$ cat src/hw/rtl/sawa_pkg.sv
// shared types and codes for the stop-and-wait link controller
package sawa_pkg;

  localparam int SeqW   = 3;
  localparam int CountW = 16;
  localparam int CfgW   = 16;

  // request ops
  localparam logic [1:0] OP_FRAME = 2'd0;
  localparam logic [1:0] OP_SEND  = 2'd1;
  localparam logic [1:0] OP_TICK  = 2'd2;

  // received frame kinds
  localparam logic [1:0] KIND_DATA  = 2'd0;
  localparam logic [1:0] KIND_ACK   = 2'd1;
  localparam logic [1:0] KIND_NACK  = 2'd2;
  localparam logic [1:0] KIND_OTHER = 2'd3;

  // result actions
  localparam logic [2:0] ACT_NONE    = 3'd0;
  localparam logic [2:0] ACT_ACK     = 3'd1;
  localparam logic [2:0] ACT_DELIVER = 3'd2;
  localparam logic [2:0] ACT_SEND    = 3'd3;
  localparam logic [2:0] ACT_RESEND  = 3'd4;
  localparam logic [2:0] ACT_RETRY   = 3'd5;
  localparam logic [2:0] ACT_SUCCESS = 3'd6;

  // configuration register indexes
  localparam logic CFG_RETRANSMIT = 1'b0;
  localparam logic CFG_RETRY_WAIT = 1'b1;

  localparam logic [CfgW-1:0] CFG_RESET = 16'd1000;

  // result queue
  localparam int QDepth = 4;
  localparam int QPtrW  = 2;
  localparam int QCntW  = 3;

  typedef struct packed {
    logic [2:0]        action;
    logic [SeqW-1:0]   seq;
    logic [CfgW-1:0]   wait_value;
    logic              last;
  } sawa_res_t;

  typedef struct packed {
    logic [1:0] cnt;
    sawa_res_t  res0;
    sawa_res_t  res1;
  } sawa_push_t;

  typedef struct packed {
    logic busy;
  } sawa_sts_t;

endpackage

$ cat src/hw/rtl/sawa_core.sv
// link state, configuration registers and per-request decision logic
module sawa_core (
  input  logic                          clk,
  input  logic                          rst_n,
  input  logic                          cfg_we,
  input  logic                          cfg_index,
  input  logic [sawa_pkg::CfgW-1:0]     cfg_wdata,
  input  logic                          take,
  input  logic [1:0]                    op,
  input  logic [1:0]                    frame_kind,
  input  logic [sawa_pkg::SeqW-1:0]     frame_seq,
  input  logic                          has_payload,
  input  logic                          frame_error,
  output sawa_pkg::sawa_push_t          push,
  output sawa_pkg::sawa_sts_t           sts
);
  import sawa_pkg::*;

  logic [CfgW-1:0]   rt_r, wait_r;
  logic [SeqW-1:0]   exp_r, exp_nxt;
  logic [SeqW-1:0]   tx_r, tx_nxt;
  logic              busy_r, busy_nxt;
  logic [CountW-1:0] ticks_r, ticks_nxt;

  logic [SeqW-1:0]   prev_seq;
  logic              data_ok;
  logic              ack_ok;
  logic [CountW:0]   tick_inc;

  assign prev_seq = exp_r - SeqW'(1);
  assign data_ok  = has_payload && !frame_error &&
                    ((frame_seq == exp_r) || (frame_seq == prev_seq));
  assign ack_ok   = !has_payload &&
                    ((frame_kind == KIND_ACK) || (frame_kind == KIND_NACK)) &&
                    (frame_seq == tx_r);
  assign tick_inc = {1'b0, ticks_r} + (CountW+1)'(1);

  always_comb begin
    push      = '0;
    exp_nxt   = exp_r;
    tx_nxt    = tx_r;
    busy_nxt  = busy_r;
    ticks_nxt = ticks_r;
    unique case (op)
      OP_FRAME: begin
        if (data_ok) begin
          push.res0.action = ACT_ACK;
          push.res0.seq    = frame_seq;
          if (frame_seq == exp_r) begin
            push.cnt         = 2'd2;
            push.res1.action = ACT_DELIVER;
            push.res1.seq    = frame_seq;
            push.res1.last   = 1'b1;
            exp_nxt          = exp_r + SeqW'(1);
          end else begin
            push.cnt       = 2'd1;
            push.res0.last = 1'b1;
          end
        end else if (ack_ok) begin
          push.cnt         = 2'd1;
          push.res0.action = ACT_SUCCESS;
          push.res0.seq    = frame_seq;
          push.res0.last   = 1'b1;
          tx_nxt           = tx_r + SeqW'(1);
          busy_nxt         = 1'b0;
          ticks_nxt        = '0;
        end
      end
      OP_SEND: begin
        push.cnt       = 2'd1;
        push.res0.last = 1'b1;
        if (busy_r) begin
          push.res0.action     = ACT_RETRY;
          push.res0.wait_value = wait_r;
        end else begin
          push.res0.action = ACT_SEND;
          push.res0.seq    = tx_r;
          busy_nxt         = 1'b1;
          ticks_nxt        = '0;
        end
      end
      OP_TICK: begin
        if (busy_r) begin
          if (tick_inc > {1'b0, rt_r}) begin
            push.cnt         = 2'd1;
            push.res0.action = ACT_RESEND;
            push.res0.seq    = tx_r;
            push.res0.last   = 1'b1;
            ticks_nxt        = '0;
          end else begin
            ticks_nxt = tick_inc[CountW-1:0];
          end
        end
      end
      default: begin
        push = '0;
      end
    endcase
  end

  always_ff @(posedge clk) begin
    if (!rst_n) begin
      rt_r    <= CFG_RESET;
      wait_r  <= CFG_RESET;
      exp_r   <= '0;
      tx_r    <= '0;
      busy_r  <= 1'b0;
      ticks_r <= '0;
    end else begin
      if (cfg_we) begin
        if (cfg_index == CFG_RETRANSMIT) begin
          rt_r <= cfg_wdata;
        end else begin
          wait_r <= cfg_wdata;
        end
      end
      if (take) begin
        exp_r   <= exp_nxt;
        tx_r    <= tx_nxt;
        busy_r  <= busy_nxt;
        ticks_r <= ticks_nxt;
      end
    end
  end

  assign sts.busy = busy_r;

endmodule

$ cat src/hw/rtl/sawa_out_queue.sv
// small result queue, takes up to two results a cycle and hands out one
module sawa_out_queue (
  input  logic                   clk,
  input  logic                   rst_n,
  input  logic                   take,
  input  sawa_pkg::sawa_push_t   push,
  input  logic                   pop,
  output logic                   not_empty,
  output logic                   near_full,
  output sawa_pkg::sawa_res_t    head
);
  import sawa_pkg::*;

  sawa_res_t          mem [QDepth];
  logic [QPtrW-1:0]   wr_r, wr_nxt;
  logic [QPtrW-1:0]   rd_r, rd_nxt;
  logic [QCntW-1:0]   cnt_r, cnt_nxt;
  logic [1:0]         n_in;

  assign n_in      = take ? push.cnt : 2'd0;
  assign wr_nxt    = wr_r + QPtrW'(n_in);
  assign rd_nxt    = rd_r + QPtrW'(pop);
  assign cnt_nxt   = cnt_r + QCntW'(n_in) - QCntW'(pop);
  assign not_empty = (cnt_r != '0);
  // keep room for a two-result request
  assign near_full = (cnt_r > QCntW'(QDepth - 2));
  assign head      = mem[rd_r];

  always_ff @(posedge clk) begin
    if (n_in != 2'd0) begin
      mem[wr_r] <= push.res0;
    end
    if (n_in == 2'd2) begin
      mem[wr_r + QPtrW'(1)] <= push.res1;
    end
  end

  always_ff @(posedge clk) begin
    if (!rst_n) begin
      wr_r  <= '0;
      rd_r  <= '0;
      cnt_r <= '0;
    end else begin
      wr_r  <= wr_nxt;
      rd_r  <= rd_nxt;
      cnt_r <= cnt_nxt;
    end
  end

endmodule

$ cat src/hw/rtl/stop_and_wait_arq.sv
// stop-and-wait link controller top level
// a request's results are written into the result queue when it is taken and leave it on out_valid in order
// throughput: one request per cycle while in_stall is low; a request that frames an
//   ack and a delivery puts two results in the queue, so a run of those can fill it
// in_stall rises when the queue holds more than two results
// reset: synchronous, clears sequence numbers, busy flag, tick count and the queue
module stop_and_wait_arq (
  input  logic                       clk,
  input  logic                       rst_n,
  input  logic                       cfg_we,
  input  logic                       cfg_index,
  input  logic [sawa_pkg::CfgW-1:0]  cfg_wdata,
  input  logic                       in_valid,
  output logic                       in_stall,
  input  logic [1:0]                 in_op,
  input  logic [1:0]                 in_frame_kind,
  input  logic [sawa_pkg::SeqW-1:0]  in_frame_seq,
  input  logic                       in_has_payload,
  input  logic                       in_frame_error,
  output logic                       out_valid,
  input  logic                       out_stall,
  output logic [2:0]                 out_action,
  output logic [sawa_pkg::SeqW-1:0]  out_seq,
  output logic [sawa_pkg::CfgW-1:0]  out_wait_value,
  output logic                       out_last
);
  import sawa_pkg::*;

  logic       take;
  logic       pop;
  logic       near_full;
  sawa_push_t push;
  sawa_sts_t  sts;
  sawa_res_t  head;

  assign take = in_valid && !in_stall;
  assign pop  = out_valid && !out_stall;

  sawa_core u_core (
    .clk         (clk),
    .rst_n       (rst_n),
    .cfg_we      (cfg_we),
    .cfg_index   (cfg_index),
    .cfg_wdata   (cfg_wdata),
    .take        (take),
    .op          (in_op),
    .frame_kind  (in_frame_kind),
    .frame_seq   (in_frame_seq),
    .has_payload (in_has_payload),
    .frame_error (in_frame_error),
    .push        (push),
    .sts         (sts)
  );

  sawa_out_queue u_queue (
    .clk       (clk),
    .rst_n     (rst_n),
    .take      (take),
    .push      (push),
    .pop       (pop),
    .not_empty (out_valid),
    .near_full (near_full),
    .head      (head)
  );

  assign in_stall       = near_full;
  assign out_action     = head.action;
  assign out_seq        = head.seq;
  assign out_wait_value = head.wait_value;
  assign out_last       = head.last;

  // an empty queue always has room
  a_empty_not_stalled: assert property (@(posedge clk) disable iff (!rst_n)
    !out_valid |-> !in_stall)
    else $error("input stalled with empty result queue");

  // a granted send leaves the link busy
  a_send_sets_busy: assert property (@(posedge clk) disable iff (!rst_n)
    (take && (in_op == OP_SEND) && !sts.busy) |=> sts.busy)
    else $error("send request did not set busy");

  // two results only ever come as ack then deliver
  a_pair_shape: assert property (@(posedge clk) disable iff (!rst_n)
    (take && (push.cnt == 2'd2)) |->
      ((push.res0.action == ACT_ACK) && (push.res1.action == ACT_DELIVER) &&
       !push.res0.last && push.res1.last && (push.res0.seq == push.res1.seq)))
    else $error("bad two-result request");

  // idle ticks never produce a result
  a_idle_tick_silent: assert property (@(posedge clk) disable iff (!rst_n)
    (take && (in_op == OP_TICK) && !sts.busy) |-> (push.cnt == 2'd0))
    else $error("tick while idle produced a result");

endmodule
$ cat config.mk
export PLATFORM = sky130hd
export DESIGN_NAME = stop_and_wait_arq
export DESIGN_NICKNAME = d
export VERILOG_FILES = /design/src/hw/rtl/sawa_pkg.sv /design/src/hw/rtl/sawa_core.sv /design/src/hw/rtl/sawa_out_queue.sv /design/src/hw/rtl/stop_and_wait_arq.sv
export SDC_FILE = /design/constraint.sdc
export NUM_CORES = 1
export LEC_CHECK = 0
export BUFFER_PORTS_ARGS = -buffer_cell sky130_fd_sc_hd__buf_2
export CAP_MARGIN = 20
export CORE_MARGIN = 1
export CORE_UTILIZATION = 40
export CTS_CLUSTER_SIZE = 24
export DETAILED_ROUTE_END_ITERATION = 10
export GPL_TIMING_DRIVEN = 0
export SLEW_MARGIN = 20
export SYNTH_ARGS = -nofsm -noshare
export SYNTH_HDL_FRONTEND = slang
export SYNTH_SLANG_ARGS = --single-unit
$ cat constraint.sdc
create_clock -name clk -period 4.9 [get_ports clk]
set_input_delay 0.49 -clock clk [delete_from_list [all_inputs] [get_ports clk]]
set_output_delay 0.49 -clock clk [all_outputs]
set_load 0.05 [all_outputs]
==> impl_results.md <==
- Synth warn: 0
- Worst vdd ir: slightly below 0.3 mV
- Area contributors post-synth: dfxtp_1 (34%), edfxtp_1 (7.6%), nand2_1 (7.4%), mux4_2 (6.5%), mux2i_1 (4.4%)
- Crit-path slowest cell: dfxtp_1
- Cell depth of the worst setup path: 17
- Setup TNS Final: 0 ns
- Sequential fraction of the synthesis area: 41.33%
- Overflow left after global routing: 0
- Main combinational cell family by area after synthesis: simple AND/OR/NAND/NOR gates
- Avg Inst Size Synth: roughly 9 um^2
- Post-synth EDFFs: 20
- Total CTS buffers: 17
- Hold Vio Cnt, Final: 0
- HP Class: in2reg
- WL final: 21340 um
- DRT Pass-1 Iters: 5
- Max Fanout on Critical Path: 6
- Initial antenna violation count: 0
- DRT antenna net count: 0
- Largest delay contributor family on the critical path: simple AND/OR/NAND/NOR gates
- Post-synthesis xor/xnor area fraction: under 10%
- Nets: 999
- Slowest stage delay, CP: ~0.40 ns
- Most frequent CP cell: ha_1
- Main synth FF type: dfxtp_1
- Share of post-route cells with drive strength above 1: roughly 14%
- Top-area cell type share of the netlist area: roughly 34%
- P_leak: 3.568 nW
- Worst R2R Start: u_core.ticks_r[0]$_SDFFE_PN0P_
- Gpl congestion: about 0.9
- Post-CTS Hold Buffers: 0
- Vias per inst: 5.472
- Unrepaired setup endpoints after global routing: no
- CP Data Required Time: roughly 5.2 ns
- H-tree levels: 4
- Core area: between 15000 and 20000 um^2
- Fill cell total of the finished layout: ~1900
- PwrDens: ~370 nW/um^2
- Leading area contributor after synthesis: dfxtp_1
- Reg2reg path depth: 17
- Root buffer cell: clkbuf_16
- HPWL Detailed: about 16000 um
- Worst setup SP type: flop
- Crit path buf inv count: 0
- Clock tree buffer depth: 2
- Port Buf Inserts: 54
- Compound-cell area share of the yosys netlist: 14.88%
- Post-layout minimum cycle time: approximately 4.4 ns
- Global-route wire length before repair: around 34000 um
- CTS tree: built
- R2R setup slack: ~0.45 ns
- Max Cap Viol: 0
- Vias in the first global route: approximately 6300
- Die ar.: 20430 um^2
- Iter 0 DRT Violations: 440
- Setup Fix Bufs, Post-CTS: 0
- DIE WIDTH: 142.9 um
- Hold path depth: 3
- Tcrit/Tclk final: 90.74%
- Clock sink count: around 150
- CP endpoint: u_queue.cnt_r[1]$_SDFF_PN0_
- Worst clock skew: approximately 0.011 ns
- FF-to-FF End: u_queue.cnt_r[1]$_SDFF_PN0_
- Die height: 142.9 um
- Core Rows: ~50
- CP startpoint: u_core.ticks_r[0]$_SDFFE_PN0P_
- I/O Pins: 56
- Worst path cell trace: ha_1 -> nand3_1 -> or2_2 -> nor2_1 -> nand2_1 -> xnor2_1 -> ha_1 -> nand3_1 -> nor4_2 -> o21ai_0 -> a41o_1 -> a21oi_1 -> nor2_2 -> nor2_1 -> ha_1 -> fa_1 -> and2_1
- Top-count cell post-synth: nand2_1
- PostCTS Resize Cnt: 0
- Ant diodes: 0
- Maximum clock rate: 224.9 MHz
- Simple-Gate Fraction of Synth Area: between 10% and 20%
- Drt drc: 0
- Worst slew pin tran: 1.010 ns
- Clock slew at reported path FFs: around 0.070 ns
- Via Count: roughly 6700
- Setup violations, final: 0
- Slew Limit Fails: 0
- Largest net degree at the start of global routing: 17
- Fraction of the mapped netlist area in adder cells: between 4 and 5%
- Slew margin rel.: 32.66%
- FFs w/ async S/R, synth: 0%
- Area Overhead vs Synth: 15.12%
- Finished Layout Cells: approximately 1200
- GRT Total Usage: between 20% and 30%
- Post-synthesis cell type count: 50
- Mapped Nets: 926
- Crit. End Element: flop
- Worst Path Arrival: roughly 4.8 ns
- Mux contribution to synthesized area: 10.93%
- Inst Count DP: roughly 1200
- Commonest cells in the netlist: nand2_1 (156), dfxtp_1 (134), clkbuf_1 (50)
- Routed WL per cell: around 17 um
- Cell area after synthesis: roughly 7900 um^2
- Latest clock arrival within the worst-skew pair: roughly 0.43 ns
- FF+latch count, synth: approximately 150
- Finished Core Util: 46.99%
- Synth Instances: 869
- Starting Density: around two fifths
- Status: finished clean
- Crit path kind: reg2reg
[flip-flops by register name, summed over array words and instances, names as in the netlist]
register        cells
u_core.tx_r         3
u_queue.wr_r        2
u_core.exp_r        3
u_core.ticks_r     16
u_queue.rd_r        2
u_core.rt_r        16
u_core.sts          1
u_core.wait_r      16
u_queue.cnt_r       3
u_queue.mem        92
[power breakdown]
group	switching (mW)	internal [mW]
combinational	0.477	0.230
clock	0.535	0.794
sequential	0.0354	1.33
[placed cells by master, fill, tap and decap left out, types with 31 or more instances in the layout]
cell type  count
mux2i_1       35
nand3_1       32
o31ai_1       35
a21oi_1       49
clkbuf_1      51
buf_2         70
and2_1        31
nand2_1      156
nand4_1       41
a21boi_0      33
dfxtp_1      134
[worst min-delay path, delay by kind of cell]
kind,cells,cell delay (ns)
buf+inv,1,0.09
simple gates,2,0.11
[per-stage QoR]
step | instance area (um^2) | hold WS [ns] | setup WS, ns | total power [mW]
after global placement | 8546 | 0.4417 | 0.2548 | 2.096
after floorplan | 7944 | 0.4350 | 1.191 | 1.916
after global routing | 9145 | 0.3044 | 0.08493 | 3.545
final | 9145 | 0.3041 | 0.4537 | 3.406
after CTS | 9131 | 0.2968 | 0.2634 | 3.426
after detailed placement | 8546 | 0.4510 | 0.2988 | 2.104
[final cells by class]
class                   instances  area, um^2  area share [%]
multi-input cells             615        4275           46.75
flip-flops and latches        154        3283           35.90
clock buffers                  18       429.2           4.693
well taps                     265       331.6           3.626
plain buffers                  71       290.3           3.174
repair buffers                 54       270.3           2.955
clock inverters                14       156.4           1.710
inverters                      29       108.9           1.190
[how the worst min path moves through the flow]
stage,start,endpoint
3_3_place_gp,u_queue.mem[3][12]$_SDFFE_PP0P_,u_queue.mem[3][12]$_SDFFE_PP0P_
6_report,cfg_wdata[6],u_core.wait_r[6]$_SDFFE_PN1P_
4_1_cts,cfg_wdata[6],u_core.wait_r[6]$_SDFFE_PN1P_
5_1_grt,cfg_wdata[6],u_core.wait_r[6]$_SDFFE_PN1P_
3_5_place_dp,u_queue.mem[3][6]$_SDFFE_PP0P_,u_queue.mem[3][6]$_SDFFE_PP0P_
2_1_floorplan,u_queue.mem[1][1]$_SDFFE_PP0P_,u_queue.mem[1][1]$_SDFFE_PP0P_
[cell families (layout without fill, tap and decap cells)]
| group | Yosys count | in the layout |
|---|---|---|
| adder cells (fa/ha/maj) | 26 | 26 |
| AO/OA/AOI/OAI | 174 | 174 |
| XOR/XNOR | 32 | 32 |
| multiplexers | 58 | 58 |
| AND/OR/NAND/NOR | 325 | 325 |
| buffers and inverters | 100 | 186 |
| flip-flops | 154 | 154 |
[per-layer routing]
metal	vias to the layer above	global-route usage, %	wire [um]
li1	3276	-	-
met5	-	0	0
met2	159	35.25	9753
met1	3217	30.24	10270
met3	24	4.125	1031
met4	0	6.169	287
Note: power is estimated with default switching activity, not from simulation.
